--- config.mk ---
export PLATFORM = sky130hd
export DESIGN_NAME = memory_region_protection_check
export DESIGN_NICKNAME = d
export VERILOG_FILES = /design/src/rtl/mrpc_pkg.sv /design/src/rtl/mrpc_cell.sv /design/src/rtl/memory_region_protection_check.sv
export VERILOG_INCLUDE_DIRS = /design/src /design/src/rtl
export SDC_FILE = /design/constraint.sdc
export NUM_CORES = 2
export LEC_CHECK = 0
export BUFFER_PORTS_ARGS = -buffer_cell sky130_fd_sc_hd__buf_2
export CAP_MARGIN = 20
export CORE_UTILIZATION = 45
export CTS_CLUSTER_SIZE = 28
export DETAILED_ROUTE_END_ITERATION = 8
export PLACE_DENSITY_LB_ADDON = 0.2
export RECOVER_POWER = 100
export SLEW_MARGIN = 30
export SYNTH_ARGS = -nofsm -noshare
export SYNTH_HDL_FRONTEND = slang
export SYNTH_SLANG_ARGS = --single-unit
export TNS_END_PERCENT = 100
--- constraint.sdc ---
create_clock -name clk -period 6.6 [get_ports clk]
set_input_delay 0 -clock clk [delete_from_list [all_inputs] [get_ports clk]]
set_output_delay 0 -clock clk [all_outputs]
set_load 0.05 [all_outputs]
--- src/rtl/memory_region_protection_check_defines.svh ---
// ----------------------------------------------------------------------------
// memory region protection check: assertion macros
// shared assertion wrappers, compiled out when SYNTHESIS is defined
// ----------------------------------------------------------------------------
`ifndef MEMORY_REGION_PROTECTION_CHECK_DEFINES_SVH
`define MEMORY_REGION_PROTECTION_CHECK_DEFINES_SVH

`ifndef SYNTHESIS

// property that holds in the same cycle
`define MRPC_ASSERT(label, clk, rst_n, prop) \
    label: assert property (@(posedge clk) disable iff (!rst_n) (prop)) \
        else $error("mrpc assertion failed");

// antecedent implies consequent in the following cycle
`define MRPC_ASSERT_NEXT(label, clk, rst_n, ante, cons) \
    label: assert property (@(posedge clk) disable iff (!rst_n) (ante) |=> (cons)) \
        else $error("mrpc assertion failed");

`else

`define MRPC_ASSERT(label, clk, rst_n, prop)
`define MRPC_ASSERT_NEXT(label, clk, rst_n, ante, cons)

`endif

`endif

--- src/rtl/mrpc_pkg.sv ---
// ----------------------------------------------------------------------------
// mrpc_pkg
// types and constants shared by the region check chain and its cells
// ----------------------------------------------------------------------------
package mrpc_pkg;

    // region flag layout
    localparam int FLAGS_WIDTH = 5;
    localparam int FLAG_R      = 0;
    localparam int FLAG_W      = 1;
    localparam int FLAG_X      = 2;
    localparam int FLAG_L      = 3;
    localparam int FLAG_V      = 4;

    // check token handed from cell to cell
    typedef struct packed {
        logic active;
        logic enforce;
        logic x_done;
        logic x;
        logic d_done;
        logic r;
        logic w;
    } tok_t;

endpackage

--- src/rtl/mrpc_cell.sv ---
// ----------------------------------------------------------------------------
// mrpc_cell
// one region entry: holds the range and flags, updates the passing token
// ----------------------------------------------------------------------------
module mrpc_cell #(
    parameter int ADDR_WIDTH = 48
) (
    input  logic                             clk,
    input  logic                             rst_n,
    input  mrpc_pkg::tok_t                   tok_in,
    output mrpc_pkg::tok_t                   tok_out,
    input  logic [ADDR_WIDTH-1:0]            fetch_addr,
    input  logic [ADDR_WIDTH-1:0]            data_addr,
    input  logic                             wr_en,
    input  logic [ADDR_WIDTH-1:0]            wr_start,
    input  logic [ADDR_WIDTH-1:0]            wr_end,
    input  logic [mrpc_pkg::FLAGS_WIDTH-1:0] wr_flags
);

    logic [ADDR_WIDTH-1:0]            start_reg;
    logic [ADDR_WIDTH-1:0]            start_next;
    logic [ADDR_WIDTH-1:0]            end_reg;
    logic [ADDR_WIDTH-1:0]            end_next;
    logic [mrpc_pkg::FLAGS_WIDTH-1:0] flags_reg;
    logic [mrpc_pkg::FLAGS_WIDTH-1:0] flags_next;
    mrpc_pkg::tok_t                   tok_reg;
    mrpc_pkg::tok_t                   tok_next;
    logic                             usable;
    logic                             apply_f;
    logic                             apply_d;

    // entry update, invalid regions keep a zero range
    always_comb
    begin
        start_next = start_reg;
        end_next   = end_reg;
        flags_next = flags_reg;
        if (wr_en)
        begin
            start_next = wr_flags[mrpc_pkg::FLAG_V] ? wr_start : '0;
            end_next   = wr_flags[mrpc_pkg::FLAG_V] ? wr_end : '0;
            flags_next = wr_flags;
        end
    end

    // first applying entry along the chain decides
    always_comb
    begin
        usable  = flags_reg[mrpc_pkg::FLAG_V]
                  && (tok_in.enforce || flags_reg[mrpc_pkg::FLAG_L]);
        apply_f = usable && (fetch_addr >= start_reg) && (fetch_addr <= end_reg);
        apply_d = usable && (data_addr >= start_reg) && (data_addr <= end_reg);
        tok_next = tok_in;
        if (!tok_in.x_done && apply_f)
        begin
            tok_next.x_done = 1'b1;
            tok_next.x      = flags_reg[mrpc_pkg::FLAG_X];
        end
        if (!tok_in.d_done && apply_d)
        begin
            tok_next.d_done = 1'b1;
            tok_next.r      = flags_reg[mrpc_pkg::FLAG_R];
            tok_next.w      = flags_reg[mrpc_pkg::FLAG_W];
        end
    end

    always_ff @(posedge clk or negedge rst_n)
    begin
        if (!rst_n)
        begin
            start_reg <= '0;
            end_reg   <= '0;
            flags_reg <= '0;
            tok_reg   <= '0;
        end
        else
        begin
            start_reg <= start_next;
            end_reg   <= end_next;
            flags_reg <= flags_next;
            tok_reg   <= tok_next;
        end
    end

    assign tok_out = tok_reg;

endmodule

--- src/rtl/memory_region_protection_check.sv ---
// ----------------------------------------------------------------------------
// memory_region_protection_check
// range based region protection check for one fetch and one data address
//
// a request is taken at a clock edge with start high and busy low. it carries
// the two addresses, the enforce flag and an optional region table write.
// a check token walks a row of ENTRIES cells, one cell per cycle, each cell
// holding one region; the lowest applying region sets the permissions.
// done rises as the token leaves the last cell's register and holds
// read_allowed, write_allowed, exec_allowed for one cycle. the receiver cannot stall.
// busy stays high until the token enters the last cell, so a new request is
// never taken while another walks the row; the walk sets the request rate.
// the table write of a request lands when the token reaches the last cell,
// so the check always sees the table as it stood before the request.
// writes to entry_index >= ENTRIES are dropped.
// reset clears the region table and drops any request in flight.
// ----------------------------------------------------------------------------
`include "memory_region_protection_check_defines.svh"

module memory_region_protection_check #(
    parameter int ENTRIES    = 8,
    parameter int ADDR_WIDTH = 48
) (
    input  logic                             clk,
    input  logic                             rst_n,
    input  logic                             start,
    output logic                             busy,
    input  logic                             enforce,
    input  logic [ADDR_WIDTH-1:0]            fetch_addr,
    input  logic [ADDR_WIDTH-1:0]            data_addr,
    input  logic                             write_entry,
    input  logic [2:0]                       entry_index,
    input  logic [ADDR_WIDTH-1:0]            new_start,
    input  logic [ADDR_WIDTH-1:0]            new_end,
    input  logic [mrpc_pkg::FLAGS_WIDTH-1:0] new_flags,
    output logic                             done,
    output logic                             read_allowed,
    output logic                             write_allowed,
    output logic                             exec_allowed
);

    // request accepted this edge
    logic accept;

    // control
    logic busy_reg;
    logic busy_next;
    logic wr_pend_reg;
    logic wr_pend_next;
    mrpc_pkg::tok_t launch_reg;
    mrpc_pkg::tok_t launch_next;

    // request payload, held while the token walks
    logic [ADDR_WIDTH-1:0]            fetch_reg;
    logic [ADDR_WIDTH-1:0]            fetch_next;
    logic [ADDR_WIDTH-1:0]            data_reg;
    logic [ADDR_WIDTH-1:0]            data_next;
    logic [2:0]                       wr_idx_reg;
    logic [2:0]                       wr_idx_next;
    logic [ADDR_WIDTH-1:0]            wr_start_reg;
    logic [ADDR_WIDTH-1:0]            wr_start_next;
    logic [ADDR_WIDTH-1:0]            wr_end_reg;
    logic [ADDR_WIDTH-1:0]            wr_end_next;
    logic [mrpc_pkg::FLAGS_WIDTH-1:0] wr_flags_reg;
    logic [mrpc_pkg::FLAGS_WIDTH-1:0] wr_flags_next;

    // token at each point of the row: 0 is the launch slot, i+1 leaves cell i
    mrpc_pkg::tok_t     tok [ENTRIES+1];
    logic [ENTRIES:0]   tok_act;
    logic               wr_fire;

    assign accept = start && !busy_reg;

    // the table write lands as the token enters the last cell
    assign wr_fire = tok[ENTRIES-1].active && wr_pend_reg;

    always_comb
    begin
        busy_next    = busy_reg;
        wr_pend_next = wr_pend_reg;
        launch_next  = launch_reg;
        launch_next.active = 1'b0;
        if (tok[ENTRIES-1].active)
        begin
            busy_next    = 1'b0;
            wr_pend_next = 1'b0;
        end
        if (accept)
        begin
            busy_next           = 1'b1;
            wr_pend_next        = write_entry;
            // start from the no-match default
            launch_next.active  = 1'b1;
            launch_next.enforce = enforce;
            launch_next.x_done  = 1'b0;
            launch_next.d_done  = 1'b0;
            launch_next.x       = !enforce;
            launch_next.r       = !enforce;
            launch_next.w       = !enforce;
        end
    end

    always_comb
    begin
        fetch_next    = fetch_reg;
        data_next     = data_reg;
        wr_idx_next   = wr_idx_reg;
        wr_start_next = wr_start_reg;
        wr_end_next   = wr_end_reg;
        wr_flags_next = wr_flags_reg;
        if (accept)
        begin
            fetch_next    = fetch_addr;
            data_next     = data_addr;
            wr_idx_next   = entry_index;
            wr_start_next = new_start;
            wr_end_next   = new_end;
            wr_flags_next = new_flags;
        end
    end

    always_ff @(posedge clk or negedge rst_n)
    begin
        if (!rst_n)
        begin
            busy_reg    <= 1'b0;
            wr_pend_reg <= 1'b0;
            launch_reg  <= '0;
        end
        else
        begin
            busy_reg    <= busy_next;
            wr_pend_reg <= wr_pend_next;
            launch_reg  <= launch_next;
        end
    end

    // payload only, no reset needed
    always_ff @(posedge clk)
    begin
        fetch_reg    <= fetch_next;
        data_reg     <= data_next;
        wr_idx_reg   <= wr_idx_next;
        wr_start_reg <= wr_start_next;
        wr_end_reg   <= wr_end_next;
        wr_flags_reg <= wr_flags_next;
    end

    assign tok[0]     = launch_reg;
    assign tok_act[0] = tok[0].active;

    // row of region cells, token moves one cell per cycle
    for (genvar i = 0; i < ENTRIES; i++)
    begin : g_cell
        logic sel;

        // indexes past the table never match
        assign sel = wr_fire && (int'(wr_idx_reg) == i);

        mrpc_cell #(
            .ADDR_WIDTH (ADDR_WIDTH)
        ) u_cell (
            .clk        (clk),
            .rst_n      (rst_n),
            .tok_in     (tok[i]),
            .tok_out    (tok[i+1]),
            .fetch_addr (fetch_reg),
            .data_addr  (data_reg),
            .wr_en      (sel),
            .wr_start   (wr_start_reg),
            .wr_end     (wr_end_reg),
            .wr_flags   (wr_flags_reg)
        );

        assign tok_act[i+1] = tok[i+1].active;
    end

    // result straight from the last cell's register
    assign busy          = busy_reg;
    assign done          = tok[ENTRIES].active;
    assign read_allowed  = tok[ENTRIES].r;
    assign write_allowed = tok[ENTRIES].w;
    assign exec_allowed  = tok[ENTRIES].x;

    // a taken request marks the block busy
    `MRPC_ASSERT_NEXT(a_accept_busy, clk, rst_n, accept, busy)
    // at most one request walks the row
    `MRPC_ASSERT(a_one_token, clk, rst_n, $onehot0(tok_act))
    // the result stage is only reached once busy has dropped
    `MRPC_ASSERT(a_idle_empty, clk, rst_n, !busy || tok_act[ENTRIES] == 1'b0)
    // one result pulse per request
    `MRPC_ASSERT_NEXT(a_done_pulse, clk, rst_n, done, !done)

endmodule

# Yosys cells after proc, flatten, opt, wreduce, memory -nomap -nowiden
# Index checks and enable logic that the tools add are counted.
word_totals:
  input_bits: 205
  regBits: 1066
  out_inout_bits: 5
op_classes:
  mux: 22
  n_reduce_logical: 90
  n_lt_le_gt_ge: 32
  n_eq_ne: 7
ops:
  columns: ["op", "count"]
  rows:
  - ["greater-or-equal comparator 48 bit", 16]
  - ["<= comparator 48 bit", 16]
  - ["2-to-1 mux 48 bit", 2]
  - ["logical AND 1 bit", 64]
  - ["2-to-1 mux 3 bit", 7]
  - ["logical NOT 1 bit", 16]
  - ["2-to-1 mux 2 bit", 8]
  - ["== test 3 bit, second input constant", 4]
  - ["logical OR 1 bit", 8]
  - ["2-to-1 mux 7 bit", 1]
  - ["== test 3 x 2 -> 1 bit, second input constant", 2]
  - ["2-to-1 mux 1 bit", 4]
  - ["== test 3 x 1 -> 1 bit, second input constant", 1]
  - ["logical NOT 3 bit", 1]
  - ["nonzero test 2 bit", 1]

# Depth between registers and ports, before layout
logic_depth:
  depth_word: 6
  depth_mapped: 10
  mapped_depth_nobuf: 10

# Hierarchy
# From an unflattened synthesis, not the netlist that was laid out.
hier_totals:
  hier_cells: 7796
  hier_area_um2: 74407.6
by_module_without_submodules:
  columns: ["module", "seq_area_each_um2", "n_inst", "cells_each", "area_per_inst_um2"]
  rows:
  - ["mrpc_cell", 2702.6, 8, 946, 8516.9]
  - ["memory_region_protection_check", 6130.9, 1, 228, 6272.3]

# Worst setup path before layout
# OpenSTA, ideal clock, no wires.
synth_path:
  path_kind: "flip-flop to flip-flop"
  from: "reg busy_reg, in the netlist busy"
  to: "reg launch_reg[5] (netlist bit)"
  period_less_slack_ns: 7.267
  slack_ns: -0.667
  stages_incl_launch_ff: 4
  required_time_ns: 6.505
  arrival_ns: 7.172
  path_cell_list: "dfrtp_1 -> nor2b_1 -> clkbuf_1 -> mux2_2"
synth_between:
  elab_chain_len: 2
synth_lines:
  columns: ["element", "line", "text"]
  rows:
  - ["start: declaration", "memory_region_protection_check.sv:46", "logic busy_reg;"]
  - ["start signal: assignment", "memory_region_protection_check.sv:132", "busy_reg <= busy_next;"]
  - ["logical NOT 1 bit", "memory_region_protection_check.sv:72", "assign accept = start && !busy_reg;"]
  - ["logical AND 1 bit", "memory_region_protection_check.sv:72", null]
  - ["via accept", "memory_region_protection_check.sv:43", "logic accept;"]
  - ["end signal: assignment", "memory_region_protection_check.sv:134", "launch_reg <= launch_next;"]
  - ["end: declaration", "memory_region_protection_check.sv:50", "mrpc_pkg::tok_t launch_reg;"]
# The timed path passes the listed nets, and every way through them passes these cells.
# A chain may end at the register's enable or synchronous reset.

# Final worst setup path
layout_path:
  from: "reg wr_idx_reg[2]"
  to: "reg g_cell[0].u_cell.end_reg[43]"
layout_between:
  elab_chain_len: 2
layout_lines:
  columns: ["element", "line", "text"]
  rows:
  - ["start: declaration", "memory_region_protection_check.sv:58", "logic [2:0] wr_idx_reg;"]
  - ["start signal: assignment", "memory_region_protection_check.sv:143", "wr_idx_reg <= wr_idx_next;"]
  - ["logical NOT 3 bit", "memory_region_protection_check.sv:158", "assign sel = wr_fire && (int'(wr_idx_reg) == i);"]
  - ["logical AND 1 bit", "memory_region_protection_check.sv:158", null]
  - ["end signal: assignment", "mrpc_cell.sv:79", "end_reg <= end_next;"]
  - ["end: declaration", "mrpc_cell.sv:22", "logic [ADDR_WIDTH-1:0] end_reg;"]
# No other way between the ends.

==> results.md <==
- The flow ran to the end, but the final reports show violations.
- The final reports fail on max-capacitance violations, max-slew violations.
- The number of standard cells after synthesis is 7,629.
- Net switching is 41.3% of the power.
- The floorplan has 146 rows.
- The number of hold violations in the final report is 0.
- The finished layout holds 10,530 standard cells, fillers aside.
- Using the TritonRoute via totals, the vias-per-cell ratio works out to 5.81.
- The initial antenna violation count is 8.
- The count of flip-flops with a built-in enable after synthesis is 200.
- The fmax is 197 MHz.
- Entering global routing, the biggest net connects 198 pins.
- Counting along the longest clock path gives a buffer depth of 3.
- The routed via count is 61,162.
- The biggest fanout along the worst timing path is 123.
- The antenna diode count is 0.
- The final worst clock skew is 0.0315 ns.
- The first-pass detailed-route iteration total is 6.
- The layout has 14,424 filler cells.
- The residual antenna-violating net count after detailed routing is 0.
- The max-capacitance violation count is 24.
- The time the final worst path needs with I/O delays and setup is 5.08 ns.
- The H-tree generated during clock tree synthesis spans 4 levels.
- The total setup violations reported at the end of the flow is 0.
- For this run, the post-layout net count is 10,091.
- The launching element of the worst setup path is wr_idx_reg[2]$_DFFE_PP_.
- The number of cells upsized or downsized after cts is 0.
- The die is 402 um wide.
- The number of global-route vias before repair is 59,742.
- The number of clock sinks seen by CTS is 1,066.
- Setup repair after global routing left no endpoint under its margin.
- The nature of the critical path startpoint is a flip-flop.
- The die covers 162,000 um^2.
- The slew at the pin closest to its max-slew limit is 4.58 ns.
- Measured against its own limit, the worst slew margin works out to -206%.
- For the worst setup path, the data required time is 7.10 ns.
- The count of warnings emitted by yosys is 0.
- The synthesized netlist occupies a cell area of 72,000 um^2.
- In this run the clock root is driven by a sky130_fd_sc_hd__clkbuf_16.
- In this run the vertical extent of the chip is 402 um.
- The CTS tree is yes.
- After clock tree synthesis, the clock-pin slew on the worst setup and hold paths is 0.06 ns.
- For this design the top-level I/O count stands at 210.
- The final critical path takes up 77.0% of the cycle.
- Buffers inserted to repair hold after CTS numbered 407.
- Input and output buffers added on the ports amount to 209.
- The initial utilization of the core area, before any placement, comes to 45.4%.
- The worst setup timing slack at the placement stage is 2.33 ns.
- The number of placed instances, taps included is 9,874.
- The core region is 159,000 um^2.
- In this run the worst hold path is classified as in2async.
- The type of element capturing the critical path is a flip-flop.
- The combined global-route utilization of all metal layers is 33.4%.
- The share of synthesized registers carrying an async set or reset is 81.2%.
- The arrival time of data at the critical path endpoint is 5.59 ns.
- The startpoint identified for the worst register-to-register timing path is wr_idx_reg[2]$_DFFE_PP_.
- The total DRC errors in the routed layout is 0.
- The post-synth net total is 9,370.
- The first routing iteration left 5,300 violations.
- For the worst-skew pair, the clock arrives at the later sink with an insertion delay of 0.80 ns.
- The first global-routing pass estimated 398 mm of wire.
- The routed design has 272 mm of wire.
- In this run, the clock network consumes 25.9% of the power.
- The leakage power of the design is 37.3 nW.
- In the final timing run, aggregate negative setup slack is 0 ns.
- The total CTS buffers is 133.
- The category of the critical setup timing path is reg2reg.
- The sequential share of power is 31.5%.
- The endpoint identified for the worst register-to-register timing path is g_cell[0].u_cell.end_reg[43]$_DFFE_PN0P_.
- The setup slack after layout is 1.52 ns.
- The leading register cell type out of synthesis is sky130_fd_sc_hd__dfrtp_1.
- The distinct cell type count of the synthesized netlist is 75.
- The count of final max-slew check failures is 2,149.
- The aggregate global routing overflow is 0.
- The number of register bits inferred by synthesis is 1,066.
- The number of cells on the worst reg-to-reg path is 5.
- The switching component of the power is 0.0121 W.
- The power per cell area is 346 nW/um^2.
- The cell-internal power is 0.0172 W.
- For flop-to-flop paths, the worst setup slack is 1.52 ns.
- The HPWL after detailed placement is 197 mm.
- At the end of routability-driven placement, the weighted congestion stood at 0.998.
- The fraction of layout instances using a drive strength above 1 is 7.41%.
- The relative contribution of combinational cells to total power is 42.7%.
- The worst-case IR drop observed on VDD is 345 uV.
- The end point of the critical path is g_cell[0].u_cell.end_reg[43]$_DFFE_PN0P_.
- In this run the mean area of a mapped cell was 9.44 um^2.
- The sequential fraction of the synthesis area is 38.4%.
- The area growth from synthesis to layout is 17.7%.
- The wire length per cell is 25.8 um.
- Post-CTS timing repair inserted 0 buffers for setup.
cells in the mapped netlist, drive strengths merged (7+ instances only):
cell type,n,area [um^2]
nor4,44,297
a211oi,49,378
dfrtp,866,21700
nand4,283,1770
o2111ai,9,78.8
edfxtp,200,6010
a21oi,565,2830
nor2b,32,200
a2111oi,34,298
nand2b,21,131
or3,10,62.6
a221o,14,140
nand3b,7,52.6
nor3b,8,60.1
mux2,65,736
a221oi,37,324
o211ai,35,263
or4,11,86.3
a21o,256,1920
or2,12,75.1
a211o,10,87.6
nor2,112,420
and4,36,315
o21ai,982,4910
buf,9,33.8
inv,797,2990
ha,1536,19200
clkbuf,175,657
nand3,78,390
nand2,1163,4370
o21a,11,82.6
nor3,65,330
and2,10,62.6
critical path, stage by stage (launching register included):
cell	delay [ns]
sky130_fd_sc_hd__edfxtp_1	0.50
sky130_fd_sc_hd__nor2_1	0.16
sky130_fd_sc_hd__nand2_4	0.09
sky130_fd_sc_hd__clkbuf_2	1.21
sky130_fd_sc_hd__clkbuf_2	2.26
sky130_fd_sc_hd__o21ai_0	0.45
area by class of cell:
type / instances / area, um^2 / share of cell area, %
timing repair buffer: 770 / 6230 / 7.35
clock buffer: 176 / 3680 / 4.35
sequential: 1066 / 27700 / 32.7
multi-input combinational: 5582 / 40800 / 48.2
clock inverter: 67 / 747 / 0.882
tap: 2072 / 2590 / 3.06
inverter: 797 / 2990 / 3.53
layout by cell type, fill, tap and decap left out, drive strengths merged, types with 7 or more instances in the layout:
cell / netlist / final
o2111ai: 9 / 9
a2111oi: 34 / 34
o21a: 11 / 11
mux2: 65 / 65
or2: 12 / 12
nor2b: 32 / 32
o211ai: 35 / 35
ha: 1536 / 1536
a211oi: 49 / 49
inv: 797 / 807
a21oi: 565 / 565
or4: 11 / 11
nand2b: 21 / 21
clkbuf: 175 / 228
dfrtp: 866 / 866
or3: 10 / 10
nand2: 1163 / 1163
nor3b: 8 / 8
o21ai: 982 / 982
nor4: 44 / 44
nor3: 65 / 65
and4: 36 / 36
nor2: 112 / 112
nand3: 78 / 78
dlygate4sd3: 0 / 406
bufinv: 0 / 10
a21o: 256 / 256
nand4: 283 / 283
a211o: 10 / 10
nand3b: 7 / 7
a221o: 14 / 14
edfxtp: 200 / 200
and2: 10 / 10
buf: 9 / 312
a221oi: 37 / 37
clkinv: 0 / 43
worst min path at each step:
stage          startpoint                                         to  slack [ns]  cells past startpoint
3_3_place_gp        rst_n  g_cell[1].u_cell.start_reg[3]$_DFFE_PN0P_        0.07                      1
2_1_floorplan       rst_n                           busy$_DFFE_PN0P_       -0.30                      0
5_1_grt             rst_n    g_cell[3].u_cell.end_reg[2]$_DFFE_PN0P_        0.09                      3
3_5_place_dp        rst_n  g_cell[1].u_cell.start_reg[7]$_DFFE_PN0P_        0.07                      1
4_1_cts             rst_n  g_cell[2].u_cell.start_reg[0]$_DFFE_PN0P_       0.001                      3
6_report            rst_n    g_cell[3].u_cell.end_reg[2]$_DFFE_PN0P_        0.02                      3
per-layer routing:
metal	global-route usage [%]	part of all wire, %	vias up
met5	0	0.013	-
met4	12.8	4.2	6
met1	46.8	45	29770
li1	-	-	28903
met2	50.9	43	2004
met3	6.34	7.5	479
cell families after synthesis:
logic type | Yosys count | synth area share (%)
compound gates | 2076 | 16.6
fa+ha+maj | 1536 | 26.7
buf+inv | 981 | 5.12
flops | 1066 | 38.4
mux | 65 | 1.02
simple gates | 1905 | 12.1
stage by stage:
step                utilization [%]  hold slack, ns  cell area, um^2  power (W)
floorplan                         -          -0.296            72000     0.0166
global placement               48.1          0.0702            76300     0.0208
detailed placement             48.2          0.0727            76400     0.0213
CTS                            53.6         0.00102            84900     0.0292
global route                   53.4          0.0929            84700     0.0313
finish                         53.4          0.0188            84700     0.0293
power by group through the flow:
stage               logic [W]  clock network (W)  registers [W]
floorplan             0.00728                  0        0.00933
global placement       0.0115                  0        0.00927
detailed placement     0.0120                  0        0.00930
CTS                    0.0123            0.00770        0.00920
global route           0.0140            0.00793        0.00940
finish                 0.0125            0.00758        0.00923
Power figures use the tool's default switching activity.
